File: config.mk
export PLATFORM = sky130hd
export DESIGN_NAME = ipv4_dotted_address_parser_unit_flat
export DESIGN_NICKNAME = d
export VERILOG_FILES = /design/src/hdl/ipv4p_pkg.sv /design/src/hdl/ipv4p_char_if.sv /design/src/hdl/ipv4p_res_if.sv /design/src/hdl/ipv4_dotted_address_parser_unit.sv /design/src/hdl/ipv4p_front.sv /design/src/hdl/ipv4p_queue.sv /design/src/hdl/ipv4p_back.sv /design/src/flat_wrapper.sv
export SDC_FILE = /design/constraint.sdc
export NUM_CORES = 1
export LEC_CHECK = 0
export ABC_AREA = 1
export CORE_UTILIZATION = 45
export DETAILED_ROUTE_END_ITERATION = 7
export DONT_BUFFER_PORTS = 1
export PLACE_DENSITY = 0.7
export REMOVE_ABC_BUFFERS = 1
export SLEW_MARGIN = 0
export SYNTH_ARGS = -nofsm -noshare
export SYNTH_HDL_FRONTEND = slang
export SYNTH_SLANG_ARGS = --single-unit
File: constraint.sdc
create_clock -name clk -period 8.66 [get_ports clk]
set_input_delay 0.866 -clock clk [delete_from_list [all_inputs] [get_ports clk]]
set_output_delay 0.866 -clock clk [all_outputs]
set_load 0.02 [all_outputs]
File: src/hdl/ipv4p_pkg.sv
// types and constants shared by the dotted address parser modules
// no dependencies
`default_nettype none

package ipv4p_pkg;

	// ascii codes the classifier looks at
	localparam logic [7:0] CH_NUL   = 8'h00;
	localparam logic [7:0] CH_ZERO  = 8'h30;
	localparam logic [7:0] CH_NINE  = 8'h39;
	localparam logic [7:0] CH_DOT   = 8'h2e;
	localparam logic [7:0] CH_SPACE = 8'h20;
	localparam logic [7:0] CH_TAB   = 8'h09;
	localparam logic [7:0] CH_CR    = 8'h0d;
	localparam logic [7:0] CH_LC_X  = 8'h78;
	localparam logic [7:0] CH_UC_X  = 8'h58;
	localparam logic [7:0] CH_LC_A  = 8'h61;
	localparam logic [7:0] CH_LC_F  = 8'h66;
	localparam logic [7:0] CH_UC_A  = 8'h41;
	localparam logic [7:0] CH_UC_F  = 8'h46;

	// masks for the widths that the last part may take
	localparam logic [31:0] MASK_24 = 32'h00ff_ffff;
	localparam logic [31:0] MASK_16 = 32'h0000_ffff;
	localparam logic [31:0] MASK_8  = 32'h0000_00ff;

	typedef enum logic [2:0] {
		K_END,
		K_DEC,
		K_HEX,
		K_X,
		K_DOT,
		K_SPACE,
		K_OTHER
	} char_kind_t;

	// one classified byte
	typedef struct packed {
		char_kind_t  kind;
		logic [3:0]  value;
	} char_class_t;

	// head of the queue as seen by the back end
	typedef struct packed {
		logic        valid;
		char_class_t cls;
	} queue_head_t;

endpackage

`default_nettype wire

File: src/hdl/ipv4p_char_if.sv
// byte channel carrying one character of the address string
// no dependencies
`default_nettype none

interface ipv4p_char_if;
	logic       valid;
	logic       ready;
	logic [7:0] char_code;

	modport source (output valid, output char_code, input ready);
	modport sink (input valid, input char_code, output ready);
endinterface

`default_nettype wire

File: src/hdl/ipv4p_res_if.sv
// result channel carrying the parse flag and the address
// no dependencies
`default_nettype none

interface ipv4p_res_if;
	logic        valid;
	logic        ready;
	logic        ok;
	logic [31:0] address;

	modport source (output valid, output ok, output address, input ready);
	modport sink (input valid, input ok, input address, output ready);
endinterface

`default_nettype wire

File: src/hdl/ipv4_dotted_address_parser_unit.sv
// top level of the dotted address parser: front classifier, byte queue, back parser
// depends on ipv4p_pkg, ipv4p_char_if, ipv4p_res_if, ipv4p_front, ipv4p_queue, ipv4p_back
//
// usage
//   chars: one word per byte of the address string, zero byte closes the string
//   results: one word per string, ok flag plus 32-bit address in host order
//     (first part in the top byte, zero when ok is low)
//   the front classifies each byte as it arrives and drops it into a short queue;
//   the back runs the parse state machine one byte per cycle out of that queue
//   throughput: one byte per cycle sustained; chars.ready only drops when the
//     queue is full, which happens only while a finished result sits unread
//   result path: a zero byte, once its word is accepted, is written into the
//     queue, then parsed from the queue head into the result register
//   stall: while results.ready is low, the back keeps parsing the next string
//     and only a second zero byte waits at the queue head; once the queue fills,
//     chars.ready goes low
//   reset: arst_n clears the queue, the parser state and the result register;
//     the block takes words on the first cycle after reset
`default_nettype none

module ipv4_dotted_address_parser_unit
	import ipv4p_pkg::*;
#(
	parameter int QUEUE_DEPTH = 2
) (
	input  wire logic     clk,
	input  wire logic     arst_n,
	ipv4p_char_if.sink    chars,
	ipv4p_res_if.source   results
);

	char_class_t in_cls;
	queue_head_t head;
	logic        queue_full;
	logic        push;
	logic        pop;

	// word accepted whenever the queue has room
	assign chars.ready = !queue_full;
	assign push        = chars.valid && !queue_full;

	// byte classification, pure logic in front of the queue
	ipv4p_front u_front (
		.char_code (chars.char_code),
		.cls       (in_cls)
	);

	// decouples arrival from parsing so either side may stall alone
	ipv4p_queue #(
		.DEPTH (QUEUE_DEPTH)
	) u_queue (
		.clk      (clk),
		.arst_n   (arst_n),
		.push     (push),
		.push_cls (in_cls),
		.full     (queue_full),
		.pop      (pop),
		.head     (head)
	);

	// parse state machine and result register
	ipv4p_back u_back (
		.clk     (clk),
		.arst_n  (arst_n),
		.head    (head),
		.pop     (pop),
		.results (results)
	);

endmodule

`default_nettype wire

File: src/hdl/ipv4p_front.sv
// front end: sorts each incoming byte into a character class with a digit value
// depends on ipv4p_pkg
`default_nettype none

module ipv4p_front
	import ipv4p_pkg::*;
(
	input  wire logic [7:0] char_code,
	output char_class_t     cls
);

	logic is_dec;
	logic is_hex;
	logic is_space;

	assign is_dec   = (char_code >= CH_ZERO) && (char_code <= CH_NINE);
	assign is_hex   = ((char_code >= CH_LC_A) && (char_code <= CH_LC_F)) ||
	                  ((char_code >= CH_UC_A) && (char_code <= CH_UC_F));
	assign is_space = (char_code == CH_SPACE) ||
	                  ((char_code >= CH_TAB) && (char_code <= CH_CR));

	always_comb begin
		cls.value = char_code[3:0];
		if (char_code == CH_NUL) begin
			cls.kind = K_END;
		end else if (is_dec) begin
			cls.kind = K_DEC;
		end else if (is_hex) begin
			// a..f and A..F both have 1..6 in the low nibble
			cls.kind  = K_HEX;
			cls.value = char_code[3:0] + 4'd9;
		end else if ((char_code == CH_LC_X) || (char_code == CH_UC_X)) begin
			cls.kind = K_X;
		end else if (char_code == CH_DOT) begin
			cls.kind = K_DOT;
		end else if (is_space) begin
			cls.kind = K_SPACE;
		end else begin
			cls.kind = K_OTHER;
		end
	end

endmodule

`default_nettype wire

File: src/hdl/ipv4p_queue.sv
// short queue of classified bytes between front and back end
// depends on ipv4p_pkg
`default_nettype none

module ipv4p_queue
	import ipv4p_pkg::*;
#(
	parameter int DEPTH = 2
) (
	input  wire logic        clk,
	input  wire logic        arst_n,
	input  wire logic        push,
	input  wire char_class_t push_cls,
	output logic             full,
	input  wire logic        pop,
	output queue_head_t      head
);

	localparam int PTR_W = (DEPTH > 1) ? $clog2(DEPTH) : 1;
	localparam int CNT_W = $clog2(DEPTH + 1);

	char_class_t        mem_q [DEPTH];
	logic [PTR_W-1:0]   wr_ptr_q;
	logic [PTR_W-1:0]   rd_ptr_q;
	logic [CNT_W-1:0]   count_q;

	assign full       = (count_q == CNT_W'(DEPTH));
	assign head.valid = (count_q != '0);
	assign head.cls   = mem_q[rd_ptr_q];

	always_ff @(posedge clk or negedge arst_n) begin
		if (!arst_n) begin
			wr_ptr_q <= '0;
			rd_ptr_q <= '0;
			count_q  <= '0;
		end else begin
			if (push) begin
				wr_ptr_q <= (wr_ptr_q == PTR_W'(DEPTH - 1)) ? '0 : wr_ptr_q + 1'b1;
			end
			if (pop) begin
				rd_ptr_q <= (rd_ptr_q == PTR_W'(DEPTH - 1)) ? '0 : rd_ptr_q + 1'b1;
			end
			case ({push, pop})
				2'b10:   count_q <= count_q + 1'b1;
				2'b01:   count_q <= count_q - 1'b1;
				default: count_q <= count_q;
			endcase
		end
	end

	always_ff @(posedge clk) begin
		if (push) begin
			mem_q[wr_ptr_q] <= push_cls;
		end
	end

	// a pop never meets an empty queue
	a_no_underflow: assert property (@(posedge clk) disable iff (!arst_n)
		pop |-> (count_q != '0))
		else $error("queue popped while empty");

endmodule

`default_nettype wire

File: src/hdl/ipv4p_back.sv
// back end: parse state machine over classified bytes plus the result register
// depends on ipv4p_pkg and ipv4p_res_if
`default_nettype none

module ipv4p_back
	import ipv4p_pkg::*;
(
	input  wire logic        clk,
	input  wire logic        arst_n,
	input  wire queue_head_t head,
	output logic             pop,
	ipv4p_res_if.source      results
);

	typedef enum logic [2:0] {
		PH_START,
		PH_ZERO,
		PH_DIGITS,
		PH_DONE,
		PH_FAIL
	} phase_t;

	typedef enum logic [1:0] {
		RX_DEC,
		RX_OCT,
		RX_HEX
	} radix_t;

	phase_t      phase_q, phase_d;
	radix_t      radix_q, radix_d;
	logic [31:0] part_q, part_d;
	logic [1:0]  parts_done_q, parts_done_d;
	logic [7:0]  first_q, first_d;
	logic [15:0] second_q, second_d;
	logic [23:0] third_q, third_d;
	logic [32:0] held_q, held_d;
	logic        res_valid_q, res_valid_d;
	logic [32:0] res_q, res_d;

	logic [31:0] part_scaled;
	logic [31:0] part_acc;
	logic        is_end;

	// bit 32 ok, low bits the address; zero when the last part is too wide
	function automatic logic [32:0] finish(input logic [31:0] pv, input logic [1:0] n,
		input logic [7:0] f1, input logic [15:0] f2, input logic [23:0] f3);
		logic        fits;
		logic [31:0] v;
		case (n)
			2'd1:    fits = ((pv & ~MASK_24) == '0);
			2'd2:    fits = ((pv & ~MASK_16) == '0);
			2'd3:    fits = ((pv & ~MASK_8) == '0);
			default: fits = 1'b1;
		endcase
		v = pv;
		if (n >= 2'd1) v = v | {f1, 24'd0};
		if (n >= 2'd2) v = v | {f2, 16'd0};
		if (n >= 2'd3) v = v | {f3, 8'd0};
		return fits ? {1'b1, v} : 33'd0;
	endfunction

	assign is_end = (head.cls.kind == K_END);
	// an end byte waits while the result register is still full
	assign pop    = head.valid && !(is_end && res_valid_q && !results.ready);

	always_comb begin
		case (radix_q)
			RX_HEX:  part_scaled = {part_q[27:0], 4'd0};
			RX_OCT:  part_scaled = {part_q[28:0], 3'd0};
			default: part_scaled = {part_q[28:0], 3'd0} + {part_q[30:0], 1'b0};
		endcase
		part_acc = part_scaled + {28'd0, head.cls.value};
	end

	always_comb begin
		phase_d      = phase_q;
		radix_d      = radix_q;
		part_d       = part_q;
		parts_done_d = parts_done_q;
		first_d      = first_q;
		second_d     = second_q;
		third_d      = third_q;
		held_d       = held_q;
		res_valid_d  = res_valid_q && !results.ready;
		res_d        = res_q;
		if (pop) begin
			if (is_end) begin
				res_valid_d = 1'b1;
				case (phase_q)
					PH_ZERO, PH_DIGITS: res_d = finish(part_q, parts_done_q,
						first_q, second_q, third_q);
					PH_DONE:            res_d = held_q;
					default:            res_d = '0;
				endcase
				phase_d      = PH_START;
				radix_d      = RX_DEC;
				part_d       = '0;
				parts_done_d = '0;
				first_d      = '0;
				second_d     = '0;
				third_d      = '0;
				held_d       = '0;
			end else begin
				case (phase_q)
					PH_START: begin
						if (head.cls.kind != K_DEC) begin
							phase_d = PH_FAIL;
						end else if (head.cls.value == 4'd0) begin
							part_d  = '0;
							radix_d = RX_OCT;
							phase_d = PH_ZERO;
						end else begin
							part_d  = {28'd0, head.cls.value};
							radix_d = RX_DEC;
							phase_d = PH_DIGITS;
						end
					end
					PH_ZERO, PH_DIGITS: begin
						phase_d = PH_DIGITS;
						case (head.cls.kind)
							K_X: begin
								if (phase_q == PH_ZERO) begin
									radix_d = RX_HEX;
								end else begin
									phase_d = PH_FAIL;
								end
							end
							K_DEC: part_d = part_acc;
							K_HEX: begin
								if (radix_q == RX_HEX) begin
									part_d = part_acc;
								end else begin
									phase_d = PH_FAIL;
								end
							end
							K_DOT: begin
								if (parts_done_q == 2'd3) begin
									phase_d = PH_FAIL;
								end else begin
									case (parts_done_q)
										2'd0:    first_d  = part_q[7:0];
										2'd1:    second_d = part_q[15:0];
										default: third_d  = part_q[23:0];
									endcase
									parts_done_d = parts_done_q + 2'd1;
									part_d       = '0;
									radix_d      = RX_DEC;
									phase_d      = PH_START;
								end
							end
							K_SPACE: begin
								held_d  = finish(part_q, parts_done_q,
									first_q, second_q, third_q);
								phase_d = PH_DONE;
							end
							default: phase_d = PH_FAIL;
						endcase
					end
					default: ;
				endcase
			end
		end
	end

	always_ff @(posedge clk or negedge arst_n) begin
		if (!arst_n) begin
			phase_q      <= PH_START;
			radix_q      <= RX_DEC;
			part_q       <= '0;
			parts_done_q <= '0;
			first_q      <= '0;
			second_q     <= '0;
			third_q      <= '0;
			held_q       <= '0;
			res_valid_q  <= 1'b0;
			res_q        <= '0;
		end else begin
			phase_q      <= phase_d;
			radix_q      <= radix_d;
			part_q       <= part_d;
			parts_done_q <= parts_done_d;
			first_q      <= first_d;
			second_q     <= second_d;
			third_q      <= third_d;
			held_q       <= held_d;
			res_valid_q  <= res_valid_d;
			res_q        <= res_d;
		end
	end

	assign results.valid   = res_valid_q;
	assign results.ok      = res_q[32];
	assign results.address = res_q[31:0];

	// a failed parse never carries an address
	a_fail_zero: assert property (@(posedge clk) disable iff (!arst_n)
		(res_valid_q && !res_q[32]) |-> (res_q[31:0] == '0))
		else $error("address not zero on failed parse");

	// the end byte puts the parser back to its start
	a_end_resets: assert property (@(posedge clk) disable iff (!arst_n)
		(pop && is_end) |=> (phase_q == PH_START && parts_done_q == '0 && res_valid_q))
		else $error("end byte did not restart parser");

	// once whitespace closed the parse the held result stays put
	a_held_stable: assert property (@(posedge clk) disable iff (!arst_n)
		(phase_q == PH_DONE && !(pop && is_end)) |=> $stable(held_q))
		else $error("held result changed after parse finished");

endmodule

`default_nettype wire
File: src/flat_wrapper.sv
// flat-port wrapper written by rule: the top's interface ports become plain ports
module ipv4_dotted_address_parser_unit_flat import ipv4p_pkg::*;
#(
	parameter int QUEUE_DEPTH = 2
)
  (clk, arst_n, chars_valid, chars_char_code, chars_ready, results_valid, results_ok, results_address, results_ready);
  ipv4p_char_if chars_i ();
  ipv4p_res_if results_i ();
  input  wire logic clk;
  input  wire logic arst_n;
  input wire logic [$bits(chars_i.valid)-1:0] chars_valid;
  input wire logic [$bits(chars_i.char_code)-1:0] chars_char_code;
  output wire logic [$bits(chars_i.ready)-1:0] chars_ready;
  output wire logic [$bits(results_i.valid)-1:0] results_valid;
  output wire logic [$bits(results_i.ok)-1:0] results_ok;
  output wire logic [$bits(results_i.address)-1:0] results_address;
  input wire logic [$bits(results_i.ready)-1:0] results_ready;
  assign chars_i.valid = chars_valid;
  assign chars_i.char_code = chars_char_code;
  assign chars_ready = chars_i.ready;
  assign results_valid = results_i.valid;
  assign results_ok = results_i.ok;
  assign results_address = results_i.address;
  assign results_i.ready = results_ready;
  ipv4_dotted_address_parser_unit #(.QUEUE_DEPTH(QUEUE_DEPTH)) u_core (.clk(clk), .arst_n(arst_n), .chars(chars_i), .results(results_i));
endmodule
==> metrics.txt <==
TritonCTS Buffers=17; switch share=0.479; GRT Total Usage=0.247; post-synthesis async set-or-reset flop share=0.919; P per Cell Area=326 nW/um^2; clock power share=0.184; cell repeated most along the worst path=inv_2; P_int=0.00212 W; Critical Path Sink Type=flip-flop; RSZ-0062 raised after global routing=false; DRT antenna net count=0; Setup-failing EPs final=0; Die X=164 um; worst r2r src=u_core.u_queue.rd_ptr_q$_DFFE_PN0P_; mapped cell area=11700 sq um; Static Leak=6.24 nW; total number of vias=10860; layout cells sized above 1=0.0820; clk slew on worst S/H paths=80 ps; residual DRC count=0; f_max=263 MHz; first-pass GRT wire length=52100 um; die area=26800 sq um; clock root cell=clkbuf_16; R2R depth=9; total chip power=0.00408 W; total setup buffers inserted after CTS=0; register area share after synthesis=0.372; Combinational Power Share=0.468; Layout fillers=2511; # nets final=1666; Final GP Congestion=0.930; most frequent cell after synthesis=nand2_1; final period utilization=0.439; Syn Inst Count=1634; clock sink total=172; Top FF cell, synth=dfrtp_1; Skew-Pair Late Insertion Delay=430 ps; largest net degree at the start of global routing=159; Critical-path top delay cell=a21oi_2; Port Buffers=0; DRT iter0 DRCs=1045; Flop pwr share=0.348; max-slew violations=0; detailed placement HPWL=23900 um; Hold Violations, Final=0; drt via density=5.57; Max IR drop VDD=0.000194 V; Max-slew headroom=0.171; CP required=8900 ps; Final Skew=11.8 ps; reg2reg setup slack=4850 ps; # resized after CTS=0; crit-path cells=nand2_1 -> o21ai_4 -> inv_2 -> nand2_2 -> o22ai_2 -> inv_2 -> nand3_1 -> a21oi_2 -> o21ai_0; Critical Path AT=4050 ps; IO Pins=47; EDFF count, synth=14; WS Path Type=flip-flop to flip-flop; antenna cells=0; Netlist cell types=59; CTS Hold Buffers Added=0; initial antenna violation count=0; vias in the first global route=10131; Reg2Reg Capture Point=u_core.u_back.second_q[12]$_DFFE_PN0P_; Final min period=3810 ps; 1st-pass router iterations=5; Synth top cells by count=nand2_1, inv_1, dfrtp_1; CTS tree=built; Max Cap Violations=0; drt wl/cell=16.7 um; worst-margin pin slew=1240 ps; CTS H-Tree Depth=4; Max Fanout on Critical Path=38; Yosys top cell area share=0.337; Worst Hold Class=primary input to async pin; Yosys Warn Count=0; synth-to-layout area growth=6.60%; Synth area leaders=dfrtp_1, nand2_1, inv_1; crit-path max cell delay=1040 ps; core area=25400 sq um; GR Overflow Total=0; leading area contributor after synthesis=dfrtp_1; CP Launch Point=u_core.u_queue.rd_ptr_q$_DFFE_PN0P_; Yosys reg bits=172; total routed wirelength=32500 um; status=complete, no violations; Clock Path Buffers=2; initial core utilization=0.463; Fin Setup TNS=0 ps; Critical Path Start Type=flip-flop; syn avg cell area=7.19 sq um; FP Rows=58; Psw=0.00196 W; Die Y=164 um
## metal layers
layer  share of wire  global-route usage
met1            0.45               0.343
met3           0.070              0.0394
met5               0                   0
met4           0.028              0.0850
met2            0.45               0.389
## critical path, delay by kind of cell, from the launching register on
| kind | cells | cell delay (ps) |
|---|---|---|
| AO/OA/AOI/OAI | 4 | 1670 |
| buffers and inverters | 2 | 240 |
| flip-flops | 1 | 560 |
| AND/OR/NAND/NOR | 3 | 1150 |
## how the worst max path moves through the flow
| stage | endpoint | slack, ps | depth (start not counted) |
|---|---|---|---|
| 2_1_floorplan | u_core.u_back.res_q[10]$_DFFE_PN0P_ | 5120 | 9 |
| 3_5_place_dp | u_core.u_back.second_q[1]$_DFFE_PN0P_ | 5010 | 9 |
| 4_1_cts | u_core.u_back.second_q[12]$_DFFE_PN0P_ | 4910 | 9 |
| 6_report | u_core.u_back.second_q[12]$_DFFE_PN0P_ | 4850 | 9 |
| 3_3_place_gp | u_core.u_back.second_q[10]$_DFFE_PN0P_ | 5210 | 9 |
| 5_1_grt | u_core.u_back.second_q[12]$_DFFE_PN0P_ | 4510 | 9 |
## cell families (layout without fill, tap and decap cells)
family	after synthesis	in the layout	synth area share
DFF	172	172	0.372
and+or+nand+nor	743	743	0.286
buffers and inverters	330	317	0.112
AOI/OAI and AO/OA	331	331	0.170
adders and majority gates	46	46	0.0503
xor gates and xnor gates	11	11	0.00820
muxes	1	1	0.000852
## cell usage in the layout, fill, tap and decap left out, drive strengths merged, types with 3 or more instances in the layout
master,count
a21oi,134
o21ai,84
xor2,5
nand2,441
a2bb2oi,31
clkinv,7
nor4,4
xnor2,6
o32ai,3
o211ai,4
edfxtp,14
nor2,122
clkbuf,17
nand3,120
o221ai,8
dfrtp,158
nor3,9
buf,8
inv,284
o22ai,53
or2,24
nand4,20
ha,44
## through the flow
stage	cells	util	cell area [sq um]	worst slack, ps	hold WS (ps)
after detailed placement	1919	0.470	12000	5010	495
final	1951	0.493	12500	4850	122
after global routing	1951	0.493	12500	4510	107
after CTS	1951	0.493	12500	4910	113
after floorplan	1581	-	11500	5120	473
after global placement	1919	0.470	12000	5210	489
## registers in the layout (all words and copies together) (netlist names), 3 cells and up
register / flops
u_core.u_back.first_q: 8
u_core.u_back.res_q: 33
u_core.u_back.third_q: 24
u_core.u_back.second_q: 16
u_core.u_queue.mem_q: 14
u_core.u_back.phase_q: 3
u_core.u_back.held_q: 33
u_core.u_back.part_q: 32
## layout make-up
class,count,area [sq um],area share
Timing Repair Buffer,8,60.1,0.00480
Multi-Input combinational cell,1132,6060,0.484
Clock inverter,15,149,0.0119
Inverter,277,1040,0.0832
Tap cell,330,413,0.0330
Sequential cell,172,4370,0.349
Clock buffer,17,425,0.0340
## power by group through the flow
stage	Clock, W	Sequential (W)	Combinational [W]
floorplan	0	0.00135	0.00142
global placement	0	0.00142	0.00183
detailed placement	0	0.00143	0.00187
CTS	0.000755	0.00142	0.00189
global route	0.000787	0.00145	0.00210
finish	0.000748	0.00142	0.00191
Power figures use the tool's default switching activity.
